## config.mk

```make
export PLATFORM = sky130hd
export DESIGN_NAME = mf2d_ctrl
export DESIGN_NICKNAME = d
export VERILOG_FILES = /design/src/rtl/mf2d_pkg.sv /design/src/rtl/mf2d_ctrl.sv
export SDC_FILE = /design/constraint.sdc
export NUM_CORES = 1
export LEC_CHECK = 0
export BUFFER_PORTS_ARGS = -buffer_cell sky130_fd_sc_hd__buf_2
export CAP_MARGIN = 20
export CORE_AREA = 5 5 42 44
export CTS_CLUSTER_SIZE = 20
export DETAILED_ROUTE_END_ITERATION = 8
export DIE_AREA = 0 0 47 49
export HOLD_SLACK_MARGIN = 0.05
export PLACE_DENSITY_LB_ADDON = 0.12
export SKIP_CTS_REPAIR_TIMING = 1
export SLEW_MARGIN = 20
export SYNTH_ARGS = -nofsm -noshare
export SYNTH_HDL_FRONTEND = slang
export SYNTH_SLANG_ARGS = --single-unit
```

## constraint.sdc

```tcl
create_clock -name clk -period 1.95 [get_ports clk]
set_clock_uncertainty 0.2 [all_clocks]
set_input_delay 0.4875 -clock clk [delete_from_list [all_inputs] [get_ports clk]]
set_output_delay 0.4875 -clock clk [all_outputs]
set_load 0.02 [all_outputs]
```

## src/rtl/mf2d_pkg.sv

```systemverilog
// Shared types, constants and state encoding of the 2-D median filter.
package mf2d_pkg;

    localparam int MAX_WIDTH_DEF  = 1024;
    localparam int MAX_RADIUS_DEF = 3;
    localparam int HEIGHT_LIMIT   = 4096;

    localparam int PIX_W        = 8;
    localparam int ROW_W        = 12;
    localparam int CFG_WIDTH_W  = 11;
    localparam int CFG_HEIGHT_W = 13;
    localparam int CFG_RADIUS_W = 2;
    localparam int CFG_DATA_W   = 13;
    localparam int CFG_INDEX_W  = 2;

    localparam logic [CFG_INDEX_W-1:0] REG_IMAGE_WIDTH   = 2'd0;
    localparam logic [CFG_INDEX_W-1:0] REG_IMAGE_HEIGHT  = 2'd1;
    localparam logic [CFG_INDEX_W-1:0] REG_WINDOW_RADIUS = 2'd2;

    localparam logic CMD_PUSH  = 1'b0;
    localparam logic CMD_DRAIN = 1'b1;

    typedef struct packed {
        logic             cmd;
        logic [PIX_W-1:0] pixel_in;
    } in_item_t;

    typedef struct packed {
        logic [PIX_W-1:0] pixel_out;
        logic             frame_end;
    } out_item_t;

    typedef enum logic [2:0] {
        ST_IDLE,
        ST_SETUP,
        ST_READ,
        ST_FLUSH,
        ST_HOLD
    } state_t;

    typedef struct packed {
        logic accept;
        logic setup;
        logic read;
        logic load_out;
    } dp_cmd_t;

    typedef struct packed {
        logic emit;
        logic back_zero;
        logic win_last;
        logic out_free;
    } dp_status_t;

endpackage

```

## src/rtl/mf2d_ctrl.sv

```systemverilog
// Controller state machine that sequences one window pass per result.
module mf2d_ctrl (
    input  logic                 clk,
    input  logic                 rst_n,
    input  logic                 in_valid,
    output logic                 in_stall,
    input  mf2d_pkg::dp_status_t status,
    output mf2d_pkg::dp_cmd_t    cmd
);
    import mf2d_pkg::*;

    state_t state_reg, state_next;

    always_comb
    begin
        state_next = state_reg;
        case (state_reg)
            ST_IDLE:
            begin
                if (in_valid && status.emit)
                begin
                    state_next = ST_SETUP;
                end
            end
            ST_SETUP:
            begin
                if (status.back_zero)
                begin
                    state_next = ST_READ;
                end
            end
            ST_READ:
            begin
                if (status.win_last)
                begin
                    state_next = ST_FLUSH;
                end
            end
            ST_FLUSH:
            begin
                state_next = ST_HOLD;
            end
            ST_HOLD:
            begin
                if (status.out_free)
                begin
                    state_next = ST_IDLE;
                end
            end
            default:
            begin
                state_next = ST_IDLE;
            end
        endcase
    end

    always_comb
    begin
        cmd      = '0;
        in_stall = 1'b1;
        case (state_reg)
            ST_IDLE:
            begin
                in_stall   = 1'b0;
                cmd.accept = in_valid;
            end
            ST_SETUP:
            begin
                cmd.setup = 1'b1;
            end
            ST_READ:
            begin
                cmd.read = 1'b1;
            end
            ST_FLUSH:
            begin
                cmd = '0;
            end
            ST_HOLD:
            begin
                cmd.load_out = status.out_free;
            end
            default:
            begin
                cmd = '0;
            end
        endcase
    end

    always_ff @(posedge clk or negedge rst_n)
    begin
        if (!rst_n)
        begin
            state_reg <= ST_IDLE;
        end
        else
        begin
            state_reg <= state_next;
        end
    end

endmodule

```

==> results of run 1 <==
-- kinds of logic after synthesis --
logic type / Yosys count
flip-flops: 3
buffers and inverters: 2
AND/OR/NAND/NOR: 10
AO/OA/AOI/OAI: 5
-- per-stage QoR --
step	hold slack, ns	total power, mW	instances	worst slack (ns)	util
floorplan	-0.00809	0.296	20	0.205	-
detailed placement	0.0843	0.373	47	0.189	0.185
finish	0.313	0.547	55	0.00906	0.239
global route	0.336	0.587	55	-0.0216	0.239
global placement	0.0839	0.370	47	0.200	0.185
CTS	-0.169	0.489	51	-0.0652	0.204
-- critical path: cells and delay by family, from the launching register on --
kind,cells,cell delay [ns]
flops,1,0.43
simple gates,2,0.48
buf+inv,1,0.11
-- final cells by class --
class | instances | area share
clock buffer | 4 | 0.0784
inverter | 2 | 0.0224
multi-input combinational | 15 | 0.317
sequential | 3 | 0.235
tap | 16 | 0.0597
timing repair buffer | 15 | 0.287
-- per-layer routing --
layer / routed length (um) / part of all wire / track usage
met5: 0 / 0 / 0
met4: 17 / 0.032 / 0.0691
met3: 52 / 0.097 / 0.0148
met2: 265 / 0.49 / 0.0633
met1: 200 / 0.37 / 0.0576
-- where the power goes --
group	switching [mW]	internal, mW
Combinational	0.149	0.156
Clock	0.0322	0.0767
Sequential	0.0387	0.0946
-- placed cells by master, fill, tap and decap left out --
master         instances
dlygate4sd3_1          1
nor2_1                 2
nor2b_1                1
a21oi_1                2
clkbuf_4               3
dfrtp_2                3
nand3b_1               2
buf_4                  4
or3_4                  1
and3_1                 1
nand2b_1               1
buf_2                  9
clkbuf_1               1
buf_6                  1
inv_1                  2
o21a_1                 1
a211oi_1               1
a32o_1                 1
nor2_4                 1
and2b_1                1
-- worst max path at each step --
stage,from,endpoint
after floorplan,state_reg[2],cmd[3]
after global placement,state_reg[2],cmd[3]
after detailed placement,state_reg[2],cmd[3]
after CTS,state_reg[2],cmd[3]
after global routing,state_reg[2],cmd[3]
final,state_reg[2],cmd[3]
==> impl_metrics.csv, run 1 <==
group,metric,value,unit
sta,tns,0,ns
synth,synth_edf_count,0,
synth,synth_xor_area_frac,0,
sta,finalHoldViolCount,0,
place,dp_hpwl,385,um
route,drcViolationCount,0,
final_layout,largest_reg_flops,3,
power_and_ir_drop,ir_drop,0.461,mV
floorplanning,io_pins,12,
synth,ys_async_sr_fraction,1.00,
final_layout,post-route-cell-area,335,um2
synth,synthMuxAreaShare,0,
synth,yosys.area.top_type,"dfrtp_1",
clocking,htreeDepth,1,
sta,fmax,515,MHz
final_layout,nFillCells,173,
worst_setup_path,cp.required,1.26,ns
sta,timing.final.crit_share,0.995,
route,ant_nets,0,
worst_setup_path,crit_path_cell_trace,"or3_4 -> nor2_4 -> buf_6",
worst_setup_path,end_kind,"primary output",
sta,maxSlewViolCount,0,
worst_setup_path,cp.arrival,1.25,ns
power_and_ir_drop,power_density,1630,nW/um2
clocking,cts-root-buf,"clkbuf_4",
sta,slew_headroom,0.824,
floorplanning,initial_core_util,0.131,
clocking,cts.sinks,3,
route,viasPerCell,3.75,
worst_setup_path,crit_type,"reg -> out",
synth,yosys_warnings,0,
synth,synth_seq_cells,3,
sta,fin_crit,1.94,ns
synth,ys.flop_type,"dfrtp_1",
sta,setup_viol,0,
global_route,grtUsageTotal,0.0516,
place,portBuffers,11,
route,firstDrtPassIters,2,
floorplanning,die_h,49,um
clocking,clkTransAtPathRegs,0.04,ns
synth,yosysSeqAreaShare,0.408,
final_layout,multi_input_comb_area,106,um2
worst_setup_path,cpPeakStageDelay,0.43,ns
run,maxCapViolations,0,
sta,worst_pin_slew,0.263,ns
sta,rsz0062_at_grt,"true",
synth,synth_compound_area_frac,0.190,
worst_setup_path,reg2reg_from,"state_reg[0]",
route,vias,206,
synth,syn_area,184,um2
final_layout,antenna_cells,0,
place,place.gp.congestion,0.603,
route,wl_per_cell,9.75,um
final_layout,nets,47,
synth,ys_types,14,
synth,synthCells,20,
clocking,clk_latency,0.23,ns
synth,synthTopCellsByArea,"dfrtp_1 41%, nand3b_1 8.2%, or3_4 6.1%",
synth,synth_top_family_by_area,"simple AND/OR/NAND/NOR gates",
global_route,antenna_found_initial,0,
route,wl,536,um
synth,syn-mean-instance-area,9.20,um2
worst_setup_path,start_kind,"flip-flop",
synth,synthAdderAreaFrac,0,
status,status,"complete, no violations",
floorplanning,rows,14,
worst_setup_path,reg2reg_depth,3,
floorplanning,die_area,2300,um2
worst_setup_path,r2r_end,"state_reg[0]",
global_route,grt-ovfl-total,0,
hold_path,holdCritStartpoint,"state_reg[2]",
floorplanning,core,1400,um2
synth,synth-simple-area-share,0.361,
place,place_area,259,um2
worst_setup_path,reg2reg_slack,0.72,ns
clocking,cts_tree,"built",
synth,synth_top_area_share,0.408,
hold_path,hold-path-endpoint,"state_reg[0]",
worst_setup_path,critPathMaxFanout,6,
hold_path,min_path_cells,1,
final_layout,drive_gt1_frac,0.564,
synth,ys_top_cells_by_count,"3 x dfrtp_1, 2 x a21oi_1, 2 x inv_1, 2 x nand3b_1, 2 x nor2_1",
power_and_ir_drop,p_leak,0.167,nW
synth,synth.most_common_cell,"dfrtp_1",
final_layout,area_growth,82.3,%
synth,synth_nets,27,
worst_setup_path,cpMaxStageDelayCell,"dfrtp_2",
final_layout,regArea,78.8,um2
global_route,grt_max_degree,10,
clocking,clockBufferDepth,2,
global_route,grt_pass1_vias,197,
route,drt_iter0_markers,2,
hold_path,hold_path.class,"reg -> reg",
global_route,grt_pass1_wl,807,um
clocking,cts_made_buffers,3,
floorplanning,die_w,47,um
Note: power is estimated with default switching activity, not from simulation.
==> run 2: changes to the inputs <==
--- a/config.mk
+++ b/config.mk
@@ -5,6 +5,7 @@
 export SDC_FILE = /design/constraint.sdc
 export NUM_CORES = 1
 export LEC_CHECK = 0
+export ABC_AREA = 1
 export BUFFER_PORTS_ARGS = -buffer_cell sky130_fd_sc_hd__buf_2
 export CAP_MARGIN = 20
 export CORE_AREA = 5 5 42 44
==> run 2 against run 1 <==
Worst setup slack improved by 0.12 ns. Clock power barely moved. Flip-flop and latch count did not move. First-iteration DRC count shrank 50%. Global-route usage is 1.2 points higher. Design area fell by 3.4%. Largest cell class unchanged. Fmax is 6.5% higher.
==> impl_metrics.csv, run 2 <==
group,metric,value,unit
hold_path,hold-path-endpoint,"state_reg[1]",
worst_setup_path,reg2reg_from,"state_reg[2]",
worst_setup_path,cp.required,1.26,ns
power_and_ir_drop,power_density,1660,nW/um2
synth,synth_nets,42,
synth,ys_types,6,
synth,ys_top_cells_by_count,"14 x nand2_1, 8 x inv_1, 4 x nand3_1",
clocking,clockBufferDepth,2,
synth,synth_seq_cells,3,
sta,maxSlewViolCount,0,
sta,tns,0,ns
final_layout,fin_cells,67,
global_route,grtUsageTotal,0.0634,
route,wl_per_cell,7.82,um
route,drcViolationCount,0,
place,placedCellCount,62,
run,maxCapViolations,0,
hold_path,holdCritStartpoint,"status[1]",
synth,syn-mean-instance-area,5.93,um2
worst_setup_path,cpMaxStageDelayCell,"dfrtp_1",
sta,setup_viol,0,
global_route,grt_pass1_vias,251,
worst_setup_path,reg2reg_depth,6,
worst_setup_path,crit_type,"reg -> out",
synth,synth_edf_count,0,
floorplanning,core,1400,um2
sta,rsz0062_at_grt,"false",
clocking,cts_tree,"built",
worst_setup_path,start_kind,"flip-flop",
worst_setup_path,end_kind,"primary output",
synth,synth_top_area_share,0.361,
worst_setup_path,cpPeakStageDelay,0.42,ns
final_layout,mostFrequentLayoutCells,"14 x nand2_1, 11 x buf_2, 8 x inv_1",
status,status,"complete, no violations",
clocking,clk_latency,0.23,ns
synth,synth.most_common_cell,"nand2_1",
place,portBuffers,11,
hold_path,min_path_cells,4,
place,place.gp.congestion,0.655,
route,ant_nets,0,
route,vias,242,
synth,syn_area,208,um2
final_layout,drive_gt1_frac,0.333,
power_and_ir_drop,seqPwrFrac,0.238,
clocking,cts-root-buf,"clkbuf_4",
synth,ys_async_sr_fraction,1.00,
route,firstDrtPassIters,2,
floorplanning,die_h,49,um
synth,synthCells,35,
clocking,cts.sinks,3,
synth,yosys_warnings,0,
power_and_ir_drop,p_clk_frac,0.203,
place,dp_hpwl,419,um
global_route,antenna_found_initial,0,
worst_setup_path,cp.arrival,1.13,ns
sta,fin_crit,1.82,ns
route,wl,524,um
power_and_ir_drop,power,537,uW
final_layout,nets,59,
sta,slew_headroom,0.874,
power_and_ir_drop,p_leak,0.219,nW
route,drt_iter0_markers,1,
floorplanning,io_pins,12,
power_and_ir_drop,ir_drop,0.337,mV
global_route,grt_max_degree,6,
worst_setup_path,crit_path_cell_trace,"nor2_4 -> nand2_1 -> nor2_1 -> buf_2",
synth,ys.flop_type,"dfrtp_1",
final_layout,antenna_cells,0,
final_layout,fin_util,0.231,
final_layout,final_common_cell,"nand2_1",
power_and_ir_drop,netSwitchingPower,265,uW
worst_setup_path,reg2reg_slack,0.71,ns
power_and_ir_drop,combPwrFrac,0.559,
final_layout,largest_reg_flops,3,
global_route,grt_pass1_wl,931,um
floorplanning,die_area,2300,um2
sta,worst_pin_slew,0.188,ns
global_route,grt-ovfl-total,0,
power_and_ir_drop,p_int,272,uW
route,viasPerCell,3.61,
sta,timing.final.crit_share,0.935,
worst_setup_path,r2r_end,"state_reg[0]",
sta,fmax,549,MHz
synth,synthTopCellsByArea,"dfrtp_1 36%, nand2_1 25%, inv_1 14%",
sta,finalHoldViolCount,0,
floorplanning,initial_core_util,0.148,
floorplanning,die_w,47,um
clocking,htreeDepth,1,
clocking,cts_made_buffers,3,
synth,yosys.area.top_type,"dfrtp_1",
hold_path,hold_path.class,"in -> reg",
clocking,clkTransAtPathRegs,0.04,ns
synth,yosysSeqAreaShare,0.361,
power_and_ir_drop,swShare,0.493,
final_layout,area_growth,56.0,%
floorplanning,rows,14,
worst_setup_path,critPathMaxFanout,5,
==> run 2: cell types whose count changed in the layout (fill, tap and decap cells not counted), moves of 2 or more <==
| cell | previous run | this run |
|---|---|---|
| nand2_1 | 0 | 14 |
| buf_4 | 4 | 0 |
| inv_1 | 2 | 8 |
| a21oi_1 | 2 | 0 |
| buf_2 | 9 | 11 |
| dfrtp_1 | 0 | 3 |
| dfrtp_2 | 3 | 0 |
| nor2_2 | 0 | 2 |
| nand3b_1 | 2 | 0 |
| nand3_1 | 0 | 4 |
==> run 2: per-stage QoR <==
stage	hold slack [ns]	area, um2	setup slack, ns
2_1_floorplan	-0.00809	208	0.178
3_3_place_gp	0.0876	283	0.311
3_5_place_dp	0.0857	283	0.303
4_1_cts	-0.167	309	0.0403
5_1_grt	0.363	324	0.00910
6_report	0.338	324	0.128
==> run 2: final cells by class <==
class / count / area, um2
timing repair buffer: 12 / 65.1
sequential: 3 / 75.1
tap: 16 / 20.0
inverter: 8 / 30.0
fill: 176 / 1080
clock buffer: 4 / 26.3
multi-input combinational: 24 / 108
==> run 2: worst max-delay path by stage <==
stage,start,end,depth (start not counted)
floorplan,state_reg[2],cmd[3],3
global placement,state_reg[2],cmd[3],4
detailed placement,state_reg[2],cmd[3],4
CTS,state_reg[2],cmd[3],4
global route,state_reg[2],cmd[3],4
finish,state_reg[2],cmd[3],4
==> run 2: per-layer routing <==
metal / GRT usage / share of wire / up-vias
met5: 0 / 0 / -
met4: 0.0829 / 0.078 / 0
met3: 0.0332 / 0.061 / 4
met2: 0.0905 / 0.50 / 7
met1: 0.0507 / 0.35 / 98
li1: - / - / 133
==> run 2: kinds of logic (layout without fill, tap and decap cells) <==
kind of cell	after synthesis	after routing	synth area share
flip-flops	3	3	0.361
AND/OR/NAND/NOR	24	24	0.494
buffers and inverters	8	24	0.145
==> run 2: power by group through the flow <==
stage | clock network [mW] | logic, mW | registers (mW)
floorplan | 0 | 0.217 | 0.116
detailed placement | 0 | 0.298 | 0.123
global route | 0.126 | 0.342 | 0.134
CTS | 0.115 | 0.299 | 0.122
finish | 0.109 | 0.300 | 0.128
global placement | 0 | 0.303 | 0.124
==> run 2: critical path: cells and delay by family (launching register included) <==
kind	cells	cell delay, ns
buffers and inverters	1	0.16
DFF	1	0.42
and+or+nand+nor	3	0.31
==> run 3: changes to the inputs <==
--- a/config.mk
+++ b/config.mk
@@ -8,6 +8,8 @@
 export ABC_AREA = 1
 export BUFFER_PORTS_ARGS = -buffer_cell sky130_fd_sc_hd__buf_2
 export CAP_MARGIN = 20
+export CELL_PAD_IN_SITES_DETAIL_PLACEMENT = 1
+export CELL_PAD_IN_SITES_GLOBAL_PLACEMENT = 1
 export CORE_AREA = 5 5 42 44
 export CTS_CLUSTER_SIZE = 20
 export DETAILED_ROUTE_END_ITERATION = 8
@@ -15,6 +17,7 @@
 export HOLD_SLACK_MARGIN = 0.05
 export PLACE_DENSITY_LB_ADDON = 0.12
 export SKIP_CTS_REPAIR_TIMING = 1
+export SKIP_LAST_GASP = 1
 export SLEW_MARGIN = 20
 export SYNTH_ARGS = -nofsm -noshare
 export SYNTH_HDL_FRONTEND = slang
==> run 3 against run 2 <==
Total power is 0.13% lower. Sequential power hardly changed. Cell count stayed put. Critical path depth stayed put. Fmax is 1.2% lower. Global-route usage is 0.29 points higher. Largest cell class unchanged. Sequential share of layout area stayed put. Critical path type unchanged. Core utilization stayed put. Via count is 7.4% higher.
==> impl_metrics.csv, run 3 (same netlist as run 2, synthesis figures left out) <==
group,metric,value,unit
status,status,"complete, no violations",
final_layout,fin_util,0.231,
global_route,grt-ovfl-total,0,
power_and_ir_drop,power,537,uW
place,dp_hpwl,547,um
run,maxCapViolations,0,
route,viasPerCell,3.88,
sta,maxSlewViolCount,0,
worst_setup_path,critPathMaxFanout,5,
worst_setup_path,crit_type,"reg -> out",
route,drt_iter0_markers,0,
route,firstDrtPassIters,1,
global_route,antenna_found_initial,0,
final_layout,antenna_cells,0,
route,drcViolationCount,0,
final_layout,nFillCells,193,
route,wl_per_cell,9.28,um
floorplanning,die_area,2300,um2
place,placedCellCount,62,
clocking,clk_latency,0.23,ns
floorplanning,io_pins,12,
final_layout,area_growth,56.0,%
sta,setup_viol,0,
clocking,cts-root-buf,"clkbuf_4",
worst_setup_path,path_buf_inv,1,
sta,worst_pin_slew,0.198,ns
global_route,grtUsageTotal,0.0663,
floorplanning,initial_core_util,0.148,
final_layout,post-route-cell-area,324,um2
hold_path,holdCritStartpoint,"status[2]",
sta,slew_headroom,0.868,
power_and_ir_drop,ir_drop,0.414,mV
place,place_ws,0.295,ns
clocking,clockBufferDepth,2,
clocking,cts.sinks,3,
worst_setup_path,startpoint,"state_reg[2]",
clocking,cts_made_buffers,3,
place,place_area,283,um2
route,wl,622,um
floorplanning,core,1400,um2
worst_setup_path,cp.arrival,1.16,ns
clocking,cts_tree,"built",
power_and_ir_drop,p_leak,0.219,nW
worst_setup_path,cp.required,1.26,ns
hold_path,hold_path.class,"in -> reg",
worst_setup_path,end_kind,"primary output",
sta,fmax,542,MHz
floorplanning,rows,14,
global_route,grt_max_degree,6,
final_layout,largest_reg_flops,3,
final_layout,fin_cells,67,
sta,tns,0,ns
final_layout,mostFrequentLayoutCells,"14 x nand2_1, 11 x buf_2, 8 x inv_1",
worst_setup_path,critPathTopFamily,"flip-flops",
global_route,grt_pass1_wl,1060,um
worst_setup_path,crit_path_cell_trace,"nor2_4 -> nand2_1 -> nor2_1 -> buf_2",
clocking,clkTransAtPathRegs,0.04,ns
worst_setup_path,cpMaxStageDelayCell,"dfrtp_1",
sta,finalHoldViolCount,0,
route,ant_nets,0,
place,portBuffers,11,
final_layout,nets,59,
floorplanning,die_h,49,um
power_and_ir_drop,power_density,1660,nW/um2
sta,whs,0.344,ns
route,vias,260,
sta,fin_crit,1.85,ns
clocking,htreeDepth,1,
place,place.gp.congestion,0.740,
worst_setup_path,start_kind,"flip-flop",
sta,rsz0062_at_grt,"false",
floorplanning,die_w,47,um
global_route,grt_pass1_vias,291,
worst_setup_path,reg2reg_from,"state_reg[2]",
worst_setup_path,cpPeakStageDelay,0.43,ns
sta,finalWorstSetupSlack,0.105,ns
final_layout,final_common_cell,"nand2_1",
final_layout,drive_gt1_frac,0.333,
sta,timing.final.crit_share,0.946,
## run 3: cell counts in the layout (fill, tap and decap cells not counted)
No cell type changed its count.
## run 3: tightest hold or removal path: stages
cell and delay [ns]:
buf_2 0.07, inv_1 0.03, nand3_1 0.09, nand2_1 0.06
## run 3: routing by layer
metal / global-route usage / up-vias / wire [um]
li1: - / 133 / -
met1: 0.0662 / 122 / 264
met2: 0.102 / 5 / 348
met3: 0.00369 / 0 / 10
met4: 0.0829 / 0 / 0
met5: 0 / - / 0
## run 3: final timing paths
path | to | slack [ns] | depth (start not counted)
max | cmd[3] | 0.10 | 4
min | state_reg[0] | 0.34 | 4
max reg2reg | state_reg[1] | 0.67 | 6
min reg2reg | state_reg[2] | 0.37 | 2
max in group asynchronous | state_reg[1] | 1.05 | 2
min in group asynchronous | state_reg[0] | 0.39 | 2
## run 3: area by class of cell
cell class / count / area (um2) / share of cell area
clock buffers: 4 / 26.3 / 0.0811
inverters: 8 / 30.0 / 0.0927
multi-input cells: 24 / 108 / 0.332
flip-flops and latches: 3 / 75.1 / 0.232
well taps: 16 / 20.0 / 0.0618
repair buffers: 12 / 65.1 / 0.201
## run 3: power breakdown
group,internal [mW],total [mW],switching (mW)
logic,0.103,0.302,0.199
clock network,0.0765,0.107,0.0304
registers,0.0911,0.128,0.0370
total,0.271,0.537,0.266
